## src/rtl/rbcb_pkg.sv

```systemverilog
// Package for the retry backoff circuit breaker.
// Holds widths, command and action codes, register indexes and shared types.
// No dependencies.
package rbcb_pkg;

  localparam int CMD_W    = 2;
  localparam int JIT_W    = 6;
  localparam int ACT_W    = 3;
  localparam int DELAY_W  = 21;
  localparam int ATT_W    = 4;
  localparam int TALLY_W  = 6;
  localparam int TRIES_W  = 4;
  localparam int BASE_W   = 16;
  localparam int CEIL_W   = 20;
  localparam int CFG_W    = 20;
  localparam int CFG_IDX_W = 2;

  localparam int EXPO_W   = BASE_W + (1 << ATT_W) - 1;
  localparam int MAG_W    = JIT_W;
  localparam int PROD_W   = CEIL_W + MAG_W;
  localparam int RECIP_W  = 26;
  localparam int RECIP_SH = 32;
  localparam int QUOT_W   = 19;

  localparam int JITTER_PERCENT = 20;
  localparam logic [TALLY_W-1:0] TALLY_MAX = TALLY_W'(63);

  // Reciprocal of 100 scaled by 2**32, rounded up; exact for products below 2**30.
  localparam logic [RECIP_W-1:0] RECIP_100 = RECIP_W'(42949673);

  localparam logic [TRIES_W-1:0] MAX_TRIES_RST  = TRIES_W'(3);
  localparam logic [BASE_W-1:0]  BASE_DELAY_RST = BASE_W'(100);
  localparam logic [CEIL_W-1:0]  CEILING_RST    = CEIL_W'(10000);

  localparam logic [CFG_IDX_W-1:0] CFG_MAX_TRIES  = CFG_IDX_W'(0);
  localparam logic [CFG_IDX_W-1:0] CFG_BASE_DELAY = CFG_IDX_W'(1);
  localparam logic [CFG_IDX_W-1:0] CFG_CEILING    = CFG_IDX_W'(2);

  typedef enum logic [CMD_W-1:0] {
    CMD_START   = 2'd0,
    CMD_OUTCOME = 2'd1,
    CMD_RESET   = 2'd2
  } cmd_t;

  typedef enum logic [ACT_W-1:0] {
    ACT_ATTEMPT    = 3'd0,
    ACT_WAIT       = 3'd1,
    ACT_SUCCEEDED  = 3'd2,
    ACT_FAILED     = 3'd3,
    ACT_REJECTED   = 3'd4,
    ACT_IGNORED    = 3'd5,
    ACT_RESET_DONE = 3'd6
  } action_t;

  typedef struct packed {
    action_t          action;
    logic             breaker_open;
    logic [ATT_W-1:0] attempt_number;
    logic             retry;
  } ctl_res_t;

  typedef struct packed {
    logic en2;
    logic en3;
    logic en4;
    logic en5;
  } stg_en_t;

endpackage

```

## src/rtl/rbcb_ctrl.sv

```systemverilog
// Retry and breaker control state with the per-item decision logic.
// Depends on rbcb_pkg for codes and the result struct.
module rbcb_ctrl (
  input  logic                          clk,
  input  logic                          rst_n,
  input  logic                          fire,
  input  logic [rbcb_pkg::CMD_W-1:0]    cmd,
  input  logic                          success,
  input  logic [rbcb_pkg::TRIES_W-1:0]  max_tries,
  output rbcb_pkg::ctl_res_t            res
);

  logic                            tripped_r, tripped_nxt;
  logic [rbcb_pkg::TALLY_W-1:0]    tally_r, tally_nxt;
  logic [rbcb_pkg::ATT_W-1:0]      attempt_r, attempt_nxt;
  logic                            active_r, active_nxt;

  logic [rbcb_pkg::TRIES_W-1:0]    limit;
  logic [rbcb_pkg::ATT_W:0]        next_att;
  logic [rbcb_pkg::TALLY_W-1:0]    tally_inc;
  rbcb_pkg::action_t               action;
  logic                            retry;

  assign limit     = (max_tries == '0) ? rbcb_pkg::TRIES_W'(1) : max_tries;
  assign next_att  = {1'b0, attempt_r} + (rbcb_pkg::ATT_W+1)'(1);
  assign tally_inc = (tally_r < rbcb_pkg::TALLY_MAX) ? tally_r + rbcb_pkg::TALLY_W'(1) : tally_r;

  always_comb begin
    tripped_nxt = tripped_r;
    tally_nxt   = tally_r;
    attempt_nxt = attempt_r;
    active_nxt  = active_r;
    action      = rbcb_pkg::ACT_IGNORED;
    retry       = 1'b0;
    unique case (rbcb_pkg::cmd_t'(cmd))
      rbcb_pkg::CMD_START: begin
        if (tripped_r) begin
          action = rbcb_pkg::ACT_REJECTED;
        end else if (!active_r) begin
          active_nxt  = 1'b1;
          attempt_nxt = '0;
          action      = rbcb_pkg::ACT_ATTEMPT;
        end
      end
      rbcb_pkg::CMD_OUTCOME: begin
        if (active_r) begin
          if (success) begin
            tally_nxt   = '0;
            tripped_nxt = 1'b0;
            active_nxt  = 1'b0;
            attempt_nxt = '0;
            action      = rbcb_pkg::ACT_SUCCEEDED;
          end else begin
            tally_nxt = tally_inc;
            if (next_att < {1'b0, limit}) begin
              attempt_nxt = next_att[rbcb_pkg::ATT_W-1:0];
              action      = rbcb_pkg::ACT_WAIT;
              retry       = 1'b1;
            end else begin
              if (tally_inc >= {1'b0, limit, 1'b0}) begin
                tripped_nxt = 1'b1;
              end
              active_nxt  = 1'b0;
              attempt_nxt = '0;
              action      = rbcb_pkg::ACT_FAILED;
            end
          end
        end
      end
      rbcb_pkg::CMD_RESET: begin
        tally_nxt   = '0;
        tripped_nxt = 1'b0;
        action      = rbcb_pkg::ACT_RESET_DONE;
      end
      default: begin
        action = rbcb_pkg::ACT_IGNORED;
      end
    endcase
  end

  always_comb begin
    res.action         = action;
    res.breaker_open   = tripped_nxt;
    res.attempt_number = attempt_nxt;
    res.retry          = retry;
  end

  always_ff @(posedge clk) begin
    if (!rst_n) begin
      tripped_r <= 1'b0;
      tally_r   <= '0;
      attempt_r <= '0;
      active_r  <= 1'b0;
    end else if (fire) begin
      tripped_r <= tripped_nxt;
      tally_r   <= tally_nxt;
      attempt_r <= attempt_nxt;
      active_r  <= active_nxt;
    end
  end

endmodule

```

## config.mk

```make
export PLATFORM = sky130hd
export DESIGN_NAME = rbcb_ctrl
export DESIGN_NICKNAME = d
export VERILOG_FILES = /design/src/rtl/rbcb_pkg.sv /design/src/rtl/rbcb_ctrl.sv
export SDC_FILE = /design/constraint.sdc
export NUM_CORES = 1
export LEC_CHECK = 0
export BUFFER_PORTS_ARGS = -buffer_cell sky130_fd_sc_hd__buf_2
export CORE_MARGIN = 2
export CORE_UTILIZATION = 45
export DETAILED_ROUTE_END_ITERATION = 8
export GPL_TIMING_DRIVEN = 0
export PLACE_DENSITY_LB_ADDON = 0.2
export SYNTH_ARGS = -nofsm -noshare
export SYNTH_HDL_FRONTEND = slang
export SYNTH_SLANG_ARGS = --single-unit
export TNS_END_PERCENT = 20
```

## constraint.sdc

```tcl
create_clock -name clk -period 2.8 [get_ports clk]
set_clock_uncertainty 0.15 [all_clocks]
set_input_delay 0.56 -clock clk [delete_from_list [all_inputs] [get_ports clk]]
set_output_delay 0.56 -clock clk [all_outputs]
set_load 0.01 [all_outputs]
```

* Word-level counts from Yosys, hierarchy flattened *
Cells that the tools add are included.

storage, ports and cells
  bits in registers = 12
  bits of input ports = 10
  output and inout port bits = 9
  logic and storage cells = 47

cells by class
  add/subtract/negate cells = 2
  order comparisons = 3
  eq/ne operators = 4
  mux-type cells = 28
  reduce and logical (&&, ||, !) cells = 6

operators by type and width
  operator               number
  $mux W4                6
  $mux W6                3
  $pmux W6 S2            1
  $mux W1                9
  $mux W3                3
  $pmux W3 S3            1
  $pmux W4 S2            1
  $add A6 B1 Y6 const B  1
  $ge A6 B5 Y1           1
  $lt A6 B6 Y1 const B   1
  $reduce_and A3 Y1      2
  $add A4 B1 Y5 const B  1
  $lt A5 B4 Y1           1
  $logic_not A4 Y1       1
  $mux W2                2
  $ne A2 B2 Y1 const B   2
  $pmux W1 S2            2
  $reduce_bool A2 Y1     2
  $eq A2 B1 Y1 const B   1
  $eq A2 B2 Y1 const B   1
  $logic_not A2 Y1       1

* Depth between registers and ports, before layout *
  depth in word-level cells = 8
  mapped depth = 12

* Worst setup path before layout *
OpenSTA, ideal clock, no wires.

  path type = register to output
  start = reg tally_r[0] (netlist bit)
  end = out res[5] (netlist bit)
  arrival = 2.288 ns
  required time = 2.090 ns
  slack = -0.198 ns
  stages on the path, launching flop included = 11
  cells stage by stage = dfxtp_1 ha_1 and3_1 nand3_1 a21oi_1 ha_1 a21o_1 a211oi_1 o311ai_1 a22o_1 buf_4

between the ends
  word-level cells in the longest chain between the ends = 8

ends and longest elaborated chain
  item                                                  line             text
  from (decl)                                           rbcb_ctrl.sv:14  logic [rbcb_pkg::TALLY_W-1:0] tally_r, tally_nxt;
  from (signal assigned)                                rbcb_ctrl.sv:96  tally_r <= tally_nxt;
  $add A6 B1 Y6 / $lt A6 B6 Y1 (equally long branches)  rbcb_ctrl.sv:26  assign tally_inc = (tally_r < rbcb_pkg::TALLY_MAX) ? tally_r + rbcb_pkg::TALLY_W'(1) : tally_r;
  $mux W6 *                                             rbcb_ctrl.sv:26
  $ge A6 B5 Y1 *                                        rbcb_ctrl.sv:60  if (tally_inc >= {1'b0, limit, 1'b0}) begin
  $mux W1 *                                             rbcb_ctrl.sv:60
  $mux W1 *                                             rbcb_ctrl.sv:55  if (next_att < {1'b0, limit}) begin
  $mux W1 *                                             rbcb_ctrl.sv:47  if (success) begin
  $mux W1 *                                             rbcb_ctrl.sv:46  if (active_r) begin
  $pmux W1 S2 *                                         rbcb_ctrl.sv:35  unique case (rbcb_pkg::cmd_t'(cmd))
  to (decl)                                             rbcb_ctrl.sv:10  output rbcb_pkg::ctl_res_t res

Every way passes the cells marked *; elsewhere a longest branch is shown, timed or not.

* Final worst setup path *
Same ends and word-level chain as after synthesis.

==> flow_summary.toml <==
[placement]
hpwl_um = 2300
io_buffers = 18
placed_cells = 195
place_area_um2 = 1380
globalplace.congestion = 0.778

[critical_path]
cp-end-kind = "output port"
worstPathCellList = "ha_4 > and3_4 > nand3_4 > buf_4 > mux2i_4 > ha_1 > inv_1 > o311ai_2 > a22o_1 > buf_6"
crit_slowest_cell = "dfxtp_4"
start_kind = "register"
arrival_ns = 2.48
rrSetupSlack_ns = 0.36
critical-path-max-stage-delay_ns = 0.39
worstPathRequired_ns = 2.09
critPathKind = "reg -> out"
cp_max_fo = 5

[synthesis]
synthArstFlopShare_pct = 0
ys_warn_count = 0
ys_seq_area_share_pct = 20.1
synthCells = 147
synth_flop_cell = "dfxtp_1"
netlist_area_um2 = 1200
ys_ff_latch = 12
synth_enable_flop_cells = 0
yosysUniqueCellTypes = 47
synth_area_per_cell_um2 = 8.15
synthesis.nets = 170

[pwr]
p_total_mw = 0.409
ir_drop_mv = 0.220
cellPowerDensity_nw_per_um2 = 239
p_seq_share_pct = 41.1
combPwrFrac_pct = 21.8
swShare_pct = 30.1
p_sw_mw = 0.123
internal_power_mw = 0.286
p_clk_share_pct = 37.0
cellLeakagePower_nw = 0.690

[cells_and_area]
drive_gt1_share_pct = 43.8
final_cell_mix = "buf_4, buf_2, inv_1, nand2_1, nand3_1"
final_net_count = 209
final_util_pct = 68.4
stdcell_count = 215
final_area_um2 = 1710
diodes = 0
syn2layout_area_growth_pct = 42.8

[grt]
grt_pass1_vias = 1175
met2_usage_pct = 41.0
grt_max_degree = 11
grt_pass1_wl_um = 5530
grtUsageTotal_pct = 21.9
antenna_found_initial = 0
use_met1_pct = 26.7
overflow = 0
grtUsageMet3_pct = 2.09
top_usage_layer = "met2"

[die]
pin_count = 19
coreArea_um2 = 2500
rows = 18
start_util_pct = 47.9
die_x_um = 55.6
die_y_um = 55.6
dieArea_um2 = 3090

[drt]
drt_first_pass_iters = 4
drc = 0
routed_via_density = 5.85
ant_nets = 0
dr.first_iter.drc_count = 42
dr_total_vias = 1258
totalWireLength_um = 3390
routedWlPerCell_um = 15.8

[timing]
tightestPinTransition_ns = 0.668
whs_ns = 0.358
finalHoldViolations = 0
timing.final.ws_setup_ns = -0.390
period_needed_ns = 3.19
setup_viol_count_final = 7
final_max_slew_viol_count = 0
max-slew-margin-rel_pct = 55.4
rsz0062_at_grt = "yes"
fin_crit_sh_pct = 114
fmaxAchievable_ghz = 0.314

[min_path]
worst_hold_path_type = "reg -> reg"

[status]
status = "complete, but fails checks"
violations = "setup timing"

[clocking]
tritoncts = "yes"
clk_latency_ns = 0.29
cts_max_level = 1
cts_made_buffers = 3
root_buffer = "clkbuf_4"
ctsHoldBuffers = 0
cts_sinks = 12
clk_path_buf_depth = 2
cts.clk_slew.worst_paths_ns = 0.09

[job]
cap_violations = 0
==> cells in the mapped netlist (all sizes together), types with 2 or more instances <==
| master | n | area (µm²) |
|---|---|---|
| o211ai | 2 | 15.0 |
| o21ai | 9 | 48.8 |
| nor2b | 6 | 37.5 |
| a21oi | 6 | 30.0 |
| nor2 | 7 | 33.8 |
| nand2 | 8 | 30.0 |
| a211oi | 2 | 15.0 |
| and3 | 4 | 25.0 |
| o31ai | 3 | 22.5 |
| ha | 13 | 163 |
| dfxtp | 12 | 240 |
| and2 | 2 | 12.5 |
| nor3 | 2 | 15.0 |
| mux2i | 2 | 20.0 |
| o22ai | 4 | 25.0 |
| a22oi | 2 | 15.0 |
| nand3b | 3 | 22.5 |
| nor3b | 3 | 27.5 |
| or4b | 2 | 20.0 |
| nand3 | 13 | 77.6 |
| xor2 | 2 | 17.5 |
| a21boi | 3 | 22.5 |
| nand2b | 2 | 12.5 |
| buf | 5 | 41.3 |
| a31oi | 2 | 12.5 |
| inv | 15 | 56.3 |
==> path summary, 6_finish.rpt <==
kind	depth (start not counted)	to	startpoint
setup / recovery	10	res[5]	tally_r[0]
hold / removal	2	attempt_r[3]	attempt_r[3]
setup reg to reg	10	tripped_r	tally_r[0]
hold reg to reg	2	attempt_r[3]	attempt_r[3]
==> metrics by stage <==
| step | TNS, ns | setup WS (ns) |
|---|---|---|
| final | -2.23 | -0.390 |
| after global routing | -2.74 | -0.491 |
| after CTS | -2.28 | -0.378 |
| after detailed placement | -2.11 | -0.366 |
| after global placement | -1.57 | -0.295 |
| after floorplan | -0.0194 | -0.00743 |
==> power groups by stage <==
stage	combinational, mW	clock, mW	sequential (mW)
2_1_floorplan	0.0463	0	0.176
3_3_place_gp	0.0691	0	0.176
3_5_place_dp	0.0719	0	0.176
4_1_cts	0.0826	0.146	0.169
5_1_grt	0.0966	0.158	0.169
6_report	0.0894	0.152	0.168
==> layer usage <==
metal,part of all wire (%),vias to the layer above
met1,41,600
met5,0,-
li1,-,618
met3,3.1,5
met2,54,35
met4,1.6,0
==> kinds of logic (layout without fill, tap and decap cells) <==
family	count (synthesis)	count (layout)	synth area share, %
xor gates and xnor gates	3	3	2.19
adders and majority gates	13	13	13.6
muxes	3	3	2.61
DFF	12	12	20.1
buffers and inverters	21	59	8.88
and+or+nand+nor	54	54	28.0
AOI/OAI and AO/OA	41	41	24.7
==> sequential cells by signal, summed over array words and instances, names as in the netlist <==
signal and cells:
active_r 1, tripped_r 1, tally_r 6, attempt_r 4
==> what timing repair did <==
action                                  in CTS  in global routing
pin swaps                                   23                 10
gates resized for setup                     26                  9
hold endpoints to repair                     0                  0
buffers inserted                            15                  2
endpoints found under the setup margin       7                  7
==> critical path, delay by kind of cell (launching register included) <==
family                   cells  cell delay [ns]
AO/OA/AOI/OAI                2             0.56
adder cells (fa/ha/maj)      2             0.42
buffers and inverters        3             0.33
flip-flops                   1             0.39
multiplexers                 1             0.18
AND/OR/NAND/NOR              2             0.31
==> cell type report <==
cell class                      count  area [µm²]
Tap cell                           30        37.5
Multi-Input combinational cell    114        1040
Sequential cell                    12         258
Timing Repair Buffer               35         231
Buffer                              5        46.3
Fill cell                         213         790
Inverter                           15        56.3
Clock buffer                        4        36.3
(Power assumes the default switching activity.)
